## config.mk

```make
export PLATFORM = sky130hd
export DESIGN_NAME = circle_pixel_generator_core
export DESIGN_NICKNAME = d
export VERILOG_FILES = /design/src/sv/cpg_pkg.sv /design/src/sv/cpg_walk.sv /design/src/sv/circle_pixel_generator_core.sv
export SDC_FILE = /design/constraint.sdc
export NUM_CORES = 1
export LEC_CHECK = 0
export BUFFER_PORTS_ARGS = -buffer_cell sky130_fd_sc_hd__buf_2
export CAP_MARGIN = 30
export CORE_MARGIN = 5
export CORE_UTILIZATION = 56
export DETAILED_ROUTE_END_ITERATION = 10
export MAX_ROUTING_LAYER = met4
export PLACE_DENSITY = 0.82
export SLEW_MARGIN = 25
export SYNTH_ARGS = -nofsm -noshare
export SYNTH_HDL_FRONTEND = slang
export SYNTH_SLANG_ARGS = --single-unit
```

## constraint.sdc

```tcl
create_clock -name clk -period 3.9 [get_ports clk]
set_clock_uncertainty 0.15 [all_clocks]
set_input_delay 0.585 -clock clk [delete_from_list [all_inputs] [get_ports clk]]
set_output_delay 0.585 -clock clk [all_outputs]
set_load 0.005 [all_outputs]
```

## src/sv/cpg_pkg.sv

```systemverilog
`timescale 1ns / 1ps
// ----------------------------------------------------------------------------
// cpg_pkg - shared types and constants of the circle pixel generator
// widths, command and register codes, walk constants and the point record
// ----------------------------------------------------------------------------
package cpg_pkg;

  localparam int RADIUS_BITS = 10;
  localparam int STEP_W      = RADIUS_BITS + 1;
  localparam int COORD_W     = 16;
  localparam int COLOR_W     = 16;
  localparam int DEC_W       = 16;
  localparam int RADIUS_IN_W = 10;

  localparam int IN_DATA_W  = 64;
  localparam int OUT_DATA_W = 56;

  // decision start value and increments of the midpoint walk
  localparam logic [DEC_W-1:0] DEC_INIT    = DEC_W'(3);
  localparam logic [DEC_W-1:0] DEC_INC_OUT = DEC_W'(6);
  localparam logic [DEC_W-1:0] DEC_INC_IN  = DEC_W'(10);

  localparam logic [COORD_W-1:0] SCREEN_W_RST = COORD_W'(240);
  localparam logic [COORD_W-1:0] SCREEN_H_RST = COORD_W'(320);

  typedef enum logic {
    CMD_START = 1'b0,
    CMD_NEXT  = 1'b1
  } cmd_t;

  typedef enum logic {
    REG_SCREEN_WIDTH  = 1'b0,
    REG_SCREEN_HEIGHT = 1'b1
  } reg_idx_t;

  // mirror order: x offset sign/source, y offset sign/source
  typedef enum logic [2:0] {
    OCT_PX_PS = 3'd0,
    OCT_NX_PS = 3'd1,
    OCT_NS_PX = 3'd2,
    OCT_NS_NX = 3'd3,
    OCT_NX_NS = 3'd4,
    OCT_PX_NS = 3'd5,
    OCT_PS_NX = 3'd6,
    OCT_PS_PX = 3'd7
  } octant_t;

  typedef struct packed {
    logic [COORD_W-1:0]     col;
    logic [COORD_W-1:0]     row;
    logic [RADIUS_IN_W-1:0] radius;
    logic [COLOR_W-1:0]     color;
    logic                   filled;
  } circle_t;

  typedef struct packed {
    logic [COORD_W-1:0] x;
    logic [COORD_W-1:0] y;
    logic [COLOR_W-1:0] color;
    logic               last;
  } point_t;

endpackage

```

## src/sv/cpg_walk.sv

```systemverilog
`timescale 1ns / 1ps
`default_nettype none
// ----------------------------------------------------------------------------
// cpg_walk - midpoint circle walk
// holds the circle state, gives the current mirrored point and steps on advance
// ----------------------------------------------------------------------------
module cpg_walk (
  input  wire logic            clk,
  input  wire logic            rst_n,
  input  wire logic            load,
  input  wire logic            advance,
  input  wire cpg_pkg::circle_t circle,
  output logic                 busy,
  output cpg_pkg::point_t      point
);
  import cpg_pkg::*;

  logic                active_r, active_nxt;
  logic [COORD_W-1:0]  col_r, col_nxt;
  logic [COORD_W-1:0]  row_r, row_nxt;
  logic [COLOR_W-1:0]  color_r, color_nxt;
  logic                fill_r, fill_nxt;
  logic [STEP_W-1:0]   x_r, x_nxt;
  logic [STEP_W-1:0]   y_r, y_nxt;
  logic [DEC_W-1:0]    dec_r, dec_nxt;
  logic [STEP_W-1:0]   sweep_r, sweep_nxt;
  octant_t             oct_r, oct_nxt;

  logic [STEP_W-1:0]   s_cur;
  logic [COORD_W-1:0]  a_off, s_off;
  logic [STEP_W-1:0]   x_inc;
  logic [STEP_W-1:0]   y_walk;
  logic [DEC_W-1:0]    dec_walk;
  logic                dec_neg, y_zero, sweep_more, walk_done, oct_wrap;
  logic [STEP_W-1:0]   r_load;

  // offsets of the current point
  assign s_cur = fill_r ? sweep_r : y_r;
  assign a_off = COORD_W'(x_r);
  assign s_off = COORD_W'(s_cur);

  always_comb begin
    point.color = color_r;
    point.last  = oct_wrap && !sweep_more && walk_done;
    case (oct_r)
      OCT_PX_PS: begin point.x = col_r + a_off; point.y = row_r + s_off; end
      OCT_NX_PS: begin point.x = col_r - a_off; point.y = row_r + s_off; end
      OCT_NS_PX: begin point.x = col_r - s_off; point.y = row_r + a_off; end
      OCT_NS_NX: begin point.x = col_r - s_off; point.y = row_r - a_off; end
      OCT_NX_NS: begin point.x = col_r - a_off; point.y = row_r - s_off; end
      OCT_PX_NS: begin point.x = col_r + a_off; point.y = row_r - s_off; end
      OCT_PS_NX: begin point.x = col_r + s_off; point.y = row_r - a_off; end
      default:   begin point.x = col_r + s_off; point.y = row_r + a_off; end
    endcase
  end

  // one walk step: x first, then decision, then y
  assign x_inc      = x_r + STEP_W'(1);
  assign dec_neg    = dec_r[DEC_W-1];
  assign y_zero     = (y_r == '0);
  assign sweep_more = fill_r && (sweep_r < y_r);
  assign oct_wrap   = (oct_r == OCT_PS_PX);

  always_comb begin
    if (dec_neg) begin
      dec_walk = dec_r + (DEC_W'(x_inc) << 2) + DEC_INC_OUT;
      y_walk   = y_r;
    end else begin
      dec_walk = dec_r + DEC_INC_IN + (DEC_W'(x_inc) << 2) - (DEC_W'(y_r) << 2);
      y_walk   = y_zero ? '0 : y_r - STEP_W'(1);
    end
  end

  // y going below zero, or x passing y, ends the circle
  assign walk_done  = (!dec_neg && y_zero) || (x_inc > y_walk);
  assign busy       = active_r;
  assign r_load     = STEP_W'(circle.radius[RADIUS_IN_W-1:0]);

  always_comb begin
    active_nxt = active_r;
    col_nxt    = col_r;
    row_nxt    = row_r;
    color_nxt  = color_r;
    fill_nxt   = fill_r;
    x_nxt      = x_r;
    y_nxt      = y_r;
    dec_nxt    = dec_r;
    sweep_nxt  = sweep_r;
    oct_nxt    = oct_r;
    if (load) begin
      active_nxt = 1'b1;
      col_nxt    = circle.col;
      row_nxt    = circle.row;
      color_nxt  = circle.color;
      fill_nxt   = circle.filled;
      x_nxt      = '0;
      y_nxt      = STEP_W'(r_load[RADIUS_BITS-1:0]);
      dec_nxt    = DEC_INIT - (DEC_W'(r_load[RADIUS_BITS-1:0]) << 1);
      sweep_nxt  = '0;
      oct_nxt    = OCT_PX_PS;
    end else if (advance) begin
      if (!oct_wrap) begin
        oct_nxt = octant_t'(oct_r + 3'd1);
      end else begin
        oct_nxt = OCT_PX_PS;
        if (sweep_more) begin
          sweep_nxt = sweep_r + STEP_W'(1);
        end else begin
          x_nxt     = x_inc;
          y_nxt     = y_walk;
          dec_nxt   = dec_walk;
          sweep_nxt = x_inc;
          if (walk_done) begin
            active_nxt = 1'b0;
          end
        end
      end
    end
  end

  always_ff @(posedge clk) begin
    if (!rst_n) begin
      active_r <= 1'b0;
      col_r    <= '0;
      row_r    <= '0;
      color_r  <= '0;
      fill_r   <= 1'b0;
      x_r      <= '0;
      y_r      <= '0;
      dec_r    <= '0;
      sweep_r  <= '0;
      oct_r    <= OCT_PX_PS;
    end else begin
      active_r <= active_nxt;
      col_r    <= col_nxt;
      row_r    <= row_nxt;
      color_r  <= color_nxt;
      fill_r   <= fill_nxt;
      x_r      <= x_nxt;
      y_r      <= y_nxt;
      dec_r    <= dec_nxt;
      sweep_r  <= sweep_nxt;
      oct_r    <= oct_nxt;
    end
  end

`ifndef NO_ASSERTIONS
  a_idle_oct: assert property (@(posedge clk) disable iff (!rst_n)
    !active_r |-> (oct_r == OCT_PX_PS))
    else $error("octant not at start while idle");

  a_x_le_y: assert property (@(posedge clk) disable iff (!rst_n)
    active_r |-> (x_r <= y_r))
    else $error("walk active with x past y");

  a_sweep_le_y: assert property (@(posedge clk) disable iff (!rst_n)
    (active_r && fill_r) |-> (sweep_r <= y_r))
    else $error("sweep index past y");

  a_fell_last: assert property (@(posedge clk) disable iff (!rst_n)
    $fell(active_r) |-> $past(advance && !load && point.last))
    else $error("walk ended without a last point");
`endif

endmodule
`default_nettype wire

```

## src/sv/circle_pixel_generator_core.sv

```systemverilog
`timescale 1ns / 1ps
`default_nettype none
// ----------------------------------------------------------------------------
// circle_pixel_generator_core - midpoint circle pixel generator
// start transfers load a circle, next transfers give one clip-tested point each
// ----------------------------------------------------------------------------
//  channel | direction | contents
//  in_*    | in        | tuser command, tdata circle (start) or ignored (next)
//  out_*   | out       | tdata point, color, on-screen flag; tlast on final point
//  cfg_*   | in        | screen width / height writes, no read-back
//
// one input transfer per cycle; a next transfer with a circle running gives
// its point on the output register in the next cycle
// the walk state advances in the same cycle, so transfers run back to back
// the input is held off only while the output register is full and stalled
// a start transfer or a next transfer with no circle running gives no result
// reset (synchronous, active low) clears the walk and sets the screen size
// ----------------------------------------------------------------------------
module circle_pixel_generator_core (
  input  wire logic                           clk,
  input  wire logic                           rst_n,
  // circle input
  input  wire logic                           in_tvalid,
  output logic                                in_tready,
  // [15:0] center_x, [31:16] center_y, [41:32] radius, [57:42] pen_color,
  // [58] filled, [63:59] zero
  input  wire logic [cpg_pkg::IN_DATA_W-1:0]  in_tdata,
  // [0] command
  input  wire logic                           in_tuser,
  // pixel output
  output logic                                out_tvalid,
  input  wire logic                           out_tready,
  // [15:0] pixel_x, [31:16] pixel_y, [47:32] pixel_color, [48] on_screen,
  // [55:49] zero
  output logic [cpg_pkg::OUT_DATA_W-1:0]      out_tdata,
  output logic                                out_tlast,
  // configuration writes
  input  wire logic                           cfg_we,
  input  wire logic                           cfg_index,
  input  wire logic [cpg_pkg::COORD_W-1:0]    cfg_wdata
);
  import cpg_pkg::*;

  logic [COORD_W-1:0] scr_w_r, scr_w_nxt;
  logic [COORD_W-1:0] scr_h_r, scr_h_nxt;

  logic               out_valid_r, out_valid_nxt;
  logic [COORD_W-1:0] out_x_r;
  logic [COORD_W-1:0] out_y_r;
  logic [COLOR_W-1:0] out_color_r;
  logic               out_on_r;
  logic               out_last_r;

  logic     in_xfer;
  logic     start_xfer;
  logic     next_xfer;
  logic     busy;
  circle_t  circle;
  point_t   point;

  // screen size registers
  always_comb begin
    scr_w_nxt = scr_w_r;
    scr_h_nxt = scr_h_r;
    if (cfg_we) begin
      case (reg_idx_t'(cfg_index))
        REG_SCREEN_WIDTH:  scr_w_nxt = cfg_wdata;
        REG_SCREEN_HEIGHT: scr_h_nxt = cfg_wdata;
        default: ;
      endcase
    end
  end

  // output register frees itself when taken, so input only waits on a stall
  assign in_tready  = !out_valid_r || out_tready;
  assign in_xfer    = in_tvalid && in_tready;
  assign start_xfer = in_xfer && (cmd_t'(in_tuser) == CMD_START);
  assign next_xfer  = in_xfer && (cmd_t'(in_tuser) == CMD_NEXT) && busy;

  // unpack the circle fields
  assign circle.col    = in_tdata[15:0];
  assign circle.row    = in_tdata[31:16];
  assign circle.radius = in_tdata[41:32];
  assign circle.color  = in_tdata[57:42];
  assign circle.filled = in_tdata[58];

  cpg_walk u_walk (
    .clk     (clk),
    .rst_n   (rst_n),
    .load    (start_xfer),
    .advance (next_xfer),
    .circle  (circle),
    .busy    (busy),
    .point   (point)
  );

  always_comb begin
    out_valid_nxt = out_valid_r;
    if (next_xfer) begin
      out_valid_nxt = 1'b1;
    end else if (out_tready) begin
      out_valid_nxt = 1'b0;
    end
  end

  always_ff @(posedge clk) begin
    if (!rst_n) begin
      scr_w_r     <= SCREEN_W_RST;
      scr_h_r     <= SCREEN_H_RST;
      out_valid_r <= 1'b0;
    end else begin
      scr_w_r     <= scr_w_nxt;
      scr_h_r     <= scr_h_nxt;
      out_valid_r <= out_valid_nxt;
    end
  end

  // result payload, clip test against the current screen size
  always_ff @(posedge clk) begin
    if (next_xfer) begin
      out_x_r     <= point.x;
      out_y_r     <= point.y;
      out_color_r <= point.color;
      out_on_r    <= (point.x < scr_w_r) && (point.y < scr_h_r);
      out_last_r  <= point.last;
    end
  end

  assign out_tvalid = out_valid_r;
  assign out_tlast  = out_last_r;
  assign out_tdata  = {7'd0, out_on_r, out_color_r, out_y_r, out_x_r};

`ifndef NO_ASSERTIONS
  a_no_result: assert property (@(posedge clk) disable iff (!rst_n)
    (in_xfer && !next_xfer && out_tready) |=> !out_valid_r)
    else $error("result from a start or idle transfer");

  a_result: assert property (@(posedge clk) disable iff (!rst_n)
    next_xfer |=> out_valid_r)
    else $error("next transfer lost its result");

  a_busy_rose: assert property (@(posedge clk) disable iff (!rst_n)
    $rose(busy) |-> $past(start_xfer))
    else $error("walk started without a start transfer");
`endif

endmodule
`default_nettype wire

```

* Word-level counts from Yosys, hierarchy flattened
Index checks and enable logic that the tools add are counted.
Storage, ports and cells: register bits after elaboration 185, input bits 87
Cells by class: add/subtract/negate cells 18, magnitude comparators 4, equal/unequal tests 8, mux-type cells 22, bitwise gates (word level) 4, reduce and logical (&&, ||, !) cells 27
Operators by type and width (count):
- 32-bit case mux with 7 select lines | 1
- 16-bit two-way mux | 5
- 16-bit by 11-bit adder with 16-bit output | 4
- 16-bit by 11-bit subtractor with 16-bit output | 4
- 11-bit two-way mux | 4
- 10-bit two-way mux | 4
- 16-bit by 13-bit adder with 16-bit output | 2
- 16-bit < comparator | 2
- 11-bit by 1-bit adder with 11-bit output, second input constant | 2
- 16-bit by 3-bit adder with 16-bit output, second input constant | 1
- 16-bit by 4-bit adder with 16-bit output, second input constant | 1
- 16-bit by 13-bit subtractor with 16-bit output | 1
- 3-bit equality test, second input constant | 4
- 2-bit by 11-bit subtractor with 12-bit output, first input constant | 1
- 11-bit greater-than comparator | 1
- 11-bit logical NOT | 1
- 11-bit < comparator | 1
- 11-bit by 1-bit subtractor with 11-bit output, second input constant | 1
- 1-bit logical AND | 9
- 2-bit nonzero test | 4
- 1-bit two-way mux | 7
- 3-bit by 2-bit equality test with 1-bit output, second input constant | 2
- 2-bit AND reduction | 3
- 3-bit AND reduction | 2
- other kinds (10) | 16

* Logic depth before layout (Yosys ltp)
Gate-level depths: netlist of the first run.
word-level depth 10, mapped depth 23

* Hierarchy
From an unflattened synthesis of the first run, not the netlist that was laid out.
Unflattened totals: cell total of the unflattened synthesis 1982, area, all modules 16229.3 um^2
Modules (own cells, without submodules):
- cpg_walk | times used 1, cells each 1672, area each 12693.4 um^2, sequential area each 2021.9 um^2
- circle_pixel_generator_core | times used 1, cells each 310, area each 3535.9 um^2, sequential area each 2162.1 um^2

* Worst setup path before layout of the first run
No wires, ideal clock.
kind register to register, from reg u_walk.fill_r, to reg out_on_r, data pin, library setup time 254 ps, arrival time 3891 ps, path slack -395 ps, cell stages (with the launch flop) 21, clock period less this slack 4295 ps, cells stage by stage dfxtp_1 -> clkbuf_1 -> o21ai_0 -> ha_1 -> fa_1 -> nand2b_1 -> a21oi_1 -> o21bai_1 -> a21oi_1 -> a311oi_2 -> o21ai_0 -> a2111oi_0 -> a21oi_1 -> ha_1 -> nand4_1 -> a211o_1 -> nand4_1 -> nor4_1 -> o21ai_0 -> a21oi_1 -> o21a_1
RTL lines:
- from (decl) | RTL line cpg_walk.sv:22 | logic fill_r, fill_nxt;
- from (signal assigned) | RTL line cpg_walk.sv:138 | fill_r <= fill_nxt;
- to (signal assigned) | RTL line circle_pixel_generator_core.sv:124 | out_on_r <= (point.x < scr_w_r) && (point.y < scr_h_r);
- to (decl) | RTL line circle_pixel_generator_core.sv:51 | logic out_on_r;

==> results of run 1 <==
-- Yosys cell counts (16+ instances only) --
library cell,n,area (um2)
a21boi_0,50,375
a21o_1,33,248
a21oi_1,136,681
a31oi_1,16,100
and3_1,17,106
clkbuf_1,70,263
dfxtp_1,134,2680
edfxtp_1,50,1500
fa_1,21,420
ha_1,200,2500
inv_1,125,469
nand2_1,279,1050
nand2b_1,20,125
nand3_1,34,170
nand4_1,17,106
nor2_1,121,454
nor2b_1,23,144
nor3_1,62,310
o211ai_1,37,278
o21a_1,22,165
o21ai_0,94,470
o22ai_1,21,131
xnor2_1,45,394
xor2_1,26,228
-- metrics by stage --
stage	TNS (ns)	util (%)
after floorplan	-0.0705	-
after global placement	-1.99	69.5
after detailed placement	-2.65	69.5
after CTS	-0.526	73.2
after global routing	-1.70	74.7
final	-0.874	74.7
-- sequential cells by signal, indices dropped and copies added, names as in the netlist, 16 cells and up --
register / count
out_color_r: 16
out_x_r: 16
out_y_r: 16
scr_h_r: 16
scr_w_r: 16
u_walk.col_r: 16
u_walk.color_r: 16
u_walk.row_r: 16
-- worst max path at each step --
stage                             start       end  slack [ns]
after global routing      u_walk.fill_r  out_on_r       -0.92
after detailed placement  u_walk.fill_r  out_on_r       -0.58
after floorplan           u_walk.fill_r  out_on_r       -0.07
after global placement    u_walk.fill_r  out_on_r       -0.54
after CTS                 u_walk.fill_r  out_on_r       -0.53
final                     u_walk.fill_r  out_on_r       -0.67
-- power by group --
part	switching [mW]	internal, mW
registers	0.0574	2.03
logic	0.976	0.824
clock network	0.874	0.976
-- metal layers --
layer  up-vias  GRT usage, %  part of all wire, %
met5         -             -                    0
met3       292          4.93                  7.0
met4         0          22.5                  7.4
met1      8093          41.0                   37
met2       926          62.4                   49
li1       7903             -                    -
-- worst max-delay path: stages (launching register included) --
cell,delay (ns)
dfxtp_4,0.37
buf_12,0.14
o21a_1,0.22
ha_1,0.36
buf_4,0.13
nor2_1,0.05
or2_2,0.29
o22ai_2,0.15
a21oi_2,0.06
a311oi_2,0.43
o21ai_0,0.18
a2111oi_1,0.38
a21oi_1,0.13
ha_1,0.32
nor2b_1,0.13
o21ai_0,0.14
buf_4,0.14
nand4_1,0.10
nor4_2,0.16
o21ai_0,0.12
a21oi_1,0.15
o21a_1,0.14
-- area by class of cell --
cell class	count	share of cell area, %
diodes	2	0.0240
clock buffers	17	2.04
clock inverters	15	0.863
inverters	129	2.34
multi-input cells	1552	55.6
flip-flops and latches	184	20.1
well taps	378	2.27
repair buffers	501	16.8
-- kinds of logic after synthesis --
group,Yosys count
compound gates,586
xor+xnor,71
simple gates,650
flops,184
other cells,1
buf+inv,227
mux,17
fa+ha+maj,221
-- repair_timing --
| action | 4_1_cts | 5_1_grt |
|---|---|---|
| endpoints found under the setup margin | 9 | 9 |
| setup buffers | 4 | 10 |
| gates cloned | 0 | 0 |
| hold buffers | 0 | 0 |
| hold endpoints to repair | 0 | 0 |
| resized for setup | 62 | 65 |
| pin swaps | 29 | 41 |
==> impl_metrics.ini, run 1 <==
[sta]
period_needed_ns = 4.57
whs_ns = 0.206
relSlewSlack_pct = 35.7
worst_pin_slew_ns = 0.965
hold_viol = 0
timing.final.crit_share_pct = 117
slew_violations = 0
rsz0062_at_grt = yes
setup_violations = 6
max_freq_mhz = 219
fin_ws_ns = -0.674

[drt]
drt_iter0_drc = 1425
firstDrtPassIters = 6
routedWlPerCell_um = 21.4
antenna_left = 0
vias = 17214
viasPerCell = 6.20
drcViolationCount = 0
drt_wl_total_um = 59600

[floorplanning]
coreArea_um2 = 27900
ios = 146
num_rows = 61
initial_core_util_pct = 57.0
die-area_um2 = 31900
die_y_um = 179
fp.dieW_um = 179

[outcome]
outcome = finished, violations left
failed_checks = negative setup slack

[place]
dp_slack_ns = -0.577
numPortBuffers = 133
dp_hpwl_um = 45000
post_dp_cell_area_um2 = 19400
dp.cells = 2733
gp_congestion = 1.00

[critical_path]
startpoint_type = flip-flop
crit_type = reg2reg
reg2reg_to = out_on_r
crit_required_ns = 4.08
crit_fanout = 13
arrival_ns = 4.76
worst_setup_path_end_kind = flip-flop
reg2reg_slack_ns = -0.67
r2r_start = u_walk.fill_r
rr_worst_depth = 21

[finish]
fin_cells = 2778
multi_input_comb_area_um2 = 11600
final_layout_size_suffix_gt1_share_pct = 28.3
nets = 2693
seqCellArea_um2 = 4200
layout_commonest_cell = buf_4
fillers = 2080
synthToLayoutAreaGrowth_pct = 31.0
final_area_um2 = 20900
layout_common_cells = buf_4 (357), nand2_1 (278), ha_1 (182)

[clock_network]
cts_tree = yes
clock_path_buffers = 2
clockRootBuffer = clkbuf_16
clock_latency_ns = 0.46
numClockSinks = 184
cts_buffers = 17
cts_max_level = 4
path_clk_slew_ns = 0.08

[yosys]
synth_simple_gate_area_share_pct = 18.9
syn_inst = 1957
ys_warn_count = 0
synth_mux_area_share_pct = 1.09
synthAdderAreaFrac_pct = 18.3
synth_compound_area_share_pct = 25.8
synth_edf_count = 50
syn_area_um2 = 15900
synthFlopType = dfxtp_1
synthXorXnorAreaFrac_pct = 3.90
avgSynthCellArea_um2 = 8.14
yosysSeqAreaShare_pct = 26.3
synth_top_family_by_area = compound AO/OA/AOI/OAI gates
ys_ff_latch = 184
synthArstFlopShare_pct = 0
synth.distinct_cells = 94

[grt]
gr-total-overflow = 0
track_usage_pct = 36.7
grt_max_degree = 66
antenna_found_initial = 2
grt_pass1_vias = 16648
grt_pass1_wl_um = 88500

[power_and_ir_drop]
fin_total_pwr_mw = 5.74
powerDensity_nw_per_um2 = 275
p_leak_nw = 9.46
peakVddDrop_mv = 0.301

[run]
drv_cap = 0

[hold_path]
min_from = in_tdata[24]
worstHoldEndpoint = u_walk.row_r[8]
hold_path.class = in2reg
min_path_cells = 3
No activity file was read; power rests on OpenSTA's default activity.
==> run 2, diff against run 1 <==
--- a/config.mk
+++ b/config.mk
@@ -6,9 +6,9 @@
 export NUM_CORES = 1
 export LEC_CHECK = 0
-export BUFFER_PORTS_ARGS = -buffer_cell sky130_fd_sc_hd__buf_2
 export CAP_MARGIN = 30
 export CORE_MARGIN = 5
-export CORE_UTILIZATION = 56
+export CORE_UTILIZATION = 60
 export DETAILED_ROUTE_END_ITERATION = 10
+export DONT_BUFFER_PORTS = 1
 export MAX_ROUTING_LAYER = met4
 export PLACE_DENSITY = 0.82
==> constraint.sdc (replaced) <==
create_clock -name clk -period 3.9 [get_ports clk]
set_clock_uncertainty 0.15 [all_clocks]
set_input_delay 0.78 -clock clk [delete_from_list [all_inputs] [get_ports clk]]
set_output_delay 0.78 -clock clk [all_outputs]
set_load 0.005 [all_outputs]
==> run 2 against run 1 <==
  * The flow still finishes with violations (negative setup slack)
  * Sequential share of layout area is 0.28 points lower
  * Clock-buffer cell count stayed put
  * Wire length is 7.8% higher
  * Sequential cell count stayed put
  * Critical path depth is 1 higher
  * Clock power hardly changed
  * Register-to-register slack worse by 0.11 ns
  * Core utilization is 6.2 points higher
  * Power is 3.0% higher
  * Combinational power is 11% higher
==> impl_metrics.ini, run 2 (same netlist as run 1, synthesis figures left out) <==
[drt]
firstDrtPassIters = 9
drt_iter0_drc = 2252
drcViolationCount = 0
routedWlPerCell_um = 24.3
drt_wl_total_um = 64200
vias = 17605
antenna_left = 0
viasPerCell = 6.66

[finish]
layout_common_cells = buf_4 (386), nand2_1 (276), ha_1 (166)
antenna_cells = 0
nets = 2602
final_layout_size_suffix_gt1_share_pct = 29.1
final_area_um2 = 21200
fillers = 1688
layout_commonest_cell = buf_4
synthToLayoutAreaGrowth_pct = 32.7
fin_cells = 2642

[critical_path]
crit_required_ns = 4.06
worst_setup_path_end_kind = flip-flop
reg2reg_to = out_on_r
reg2reg_slack_ns = -0.79
startpoint_type = flip-flop
rr_worst_depth = 22
arrival_ns = 4.85
r2r_start = u_walk.fill_r
crit_type = reg2reg
crit_fanout = 4
startpoint = u_walk.fill_r

[sta]
relSlewSlack_pct = 32.0
period_needed_ns = 4.69
timing.final.crit_share_pct = 120
rsz0062_at_grt = yes
slew_violations = 0
max_freq_mhz = 213
worst_pin_slew_ns = 1.02
setup_violations = 10
fin_ws_ns = -0.789
hold_viol = 0

[grt]
antenna_found_initial = 0
gr-total-overflow = 0
track_usage_pct = 40.3
grt_max_degree = 67
grt_pass1_wl_um = 94000
grt_pass1_vias = 17164

[place]
dp_hpwl_um = 44300
gp_congestion = 1.06
numPortBuffers = 0
dp.cells = 2563
post_dp_cell_area_um2 = 18700

[outcome]
outcome = finished, violations left
failed_checks = negative setup slack

[hold_path]
worstHoldEndpoint = out_color_r[15]
min_from = u_walk.color_r[15]
min_path_cells = 0
hold_path.class = reg2reg

[power_and_ir_drop]
powerDensity_nw_per_um2 = 279
p_leak_nw = 9.26
peakVddDrop_mv = 0.285

[clock_network]
numClockSinks = 184
clock_latency_ns = 0.46
hold_buffers = 0
clock_path_buffers = 2
path_clk_slew_ns = 0.08
cts_max_level = 4
clockRootBuffer = clkbuf_16
cts_tree = yes
cts_buffers = 17

[run]
drv_cap = 0

[floorplanning]
die_y_um = 173
fp.dieW_um = 173
coreArea_um2 = 26100
initial_core_util_pct = 61.0
die-area_um2 = 29900
ios = 146
num_rows = 59
## run 2: cell type report
class / count / area (um2) / share of cell area [%]
clock buffers: 17 / 425 / 2.01
flip-flops and latches: 184 / 4190 / 19.8
inverters: 129 / 490 / 2.32
clock inverters: 15 / 181 / 0.858
repair buffers: 410 / 3200 / 15.1
multi-input cells: 1552 / 12200 / 57.9
well taps: 335 / 419 / 1.98
## run 2: where the power goes
| part | internal, mW | total, mW | switching [mW] |
|---|---|---|---|
| clock | 0.869 | 1.82 | 0.956 |
| combinational | 0.907 | 1.99 | 1.08 |
| sequential | 2.03 | 2.10 | 0.0668 |
| total | 3.81 | 5.91 | 2.10 |
## run 2: worst max-delay path, stage by stage (launching register included)
cell	delay [ns]
dfxtp_4	0.37
buf_6	0.12
o21a_1	0.20
buf_6	0.14
ha_4	0.21
nor2b_4	0.12
o211ai_1	0.24
and3_4	0.26
o31ai_4	0.07
o41ai_4	0.32
nand2_1	0.14
xor2_1	0.17
o211ai_1	0.30
ha_1	0.33
a21oi_2	0.21
nor2b_2	0.10
o21ai_1	0.18
buf_4	0.16
nand4_1	0.12
nor4_2	0.23
o21ai_1	0.11
a21oi_1	0.15
o21a_1	0.15
## run 2: per-stage QoR
step | setup WS, ns | total power [mW] | hold WS [ns] | setup TNS [ns] | util, %
6_report | -0.789 | 5.91 | 0.278 | -3.08 | 80.9
2_1_floorplan | -0.0705 | 3.09 | 0.258 | -0.0705 | -
5_1_grt | -0.917 | 6.11 | 0.291 | -4.11 | 80.9
4_1_cts | -0.617 | 5.56 | 0.281 | -1.34 | 77.5
3_5_place_dp | -0.658 | 3.63 | 0.266 | -2.63 | 71.6
3_3_place_gp | -0.576 | 3.58 | 0.261 | -1.98 | 71.6
## run 2: metal layers
metal	part of all wire (%)	routed length, um	GRT usage, %
met1	36	22800	45.4
met2	48	30600	68.4
met3	8.5	5430	6.16
met4	8.3	5340	22.8
met5	0	0	-
## run 2: timing repair
item / in CTS / in global routing
gates resized for setup: 136 / 151
pin swaps: 79 / 106
buffers inserted: 32 / 24
endpoints found under the hold margin: 0 / 0
setup endpoints to repair: 9 / 11
## run 2: worst max-delay path by stage
stage	endpoint	slack, ns
floorplan	out_on_r	-0.07
global placement	out_on_r	-0.58
detailed placement	out_on_r	-0.66
CTS	out_on_r	-0.62
global route	out_on_r	-0.92
finish	out_on_r	-0.79
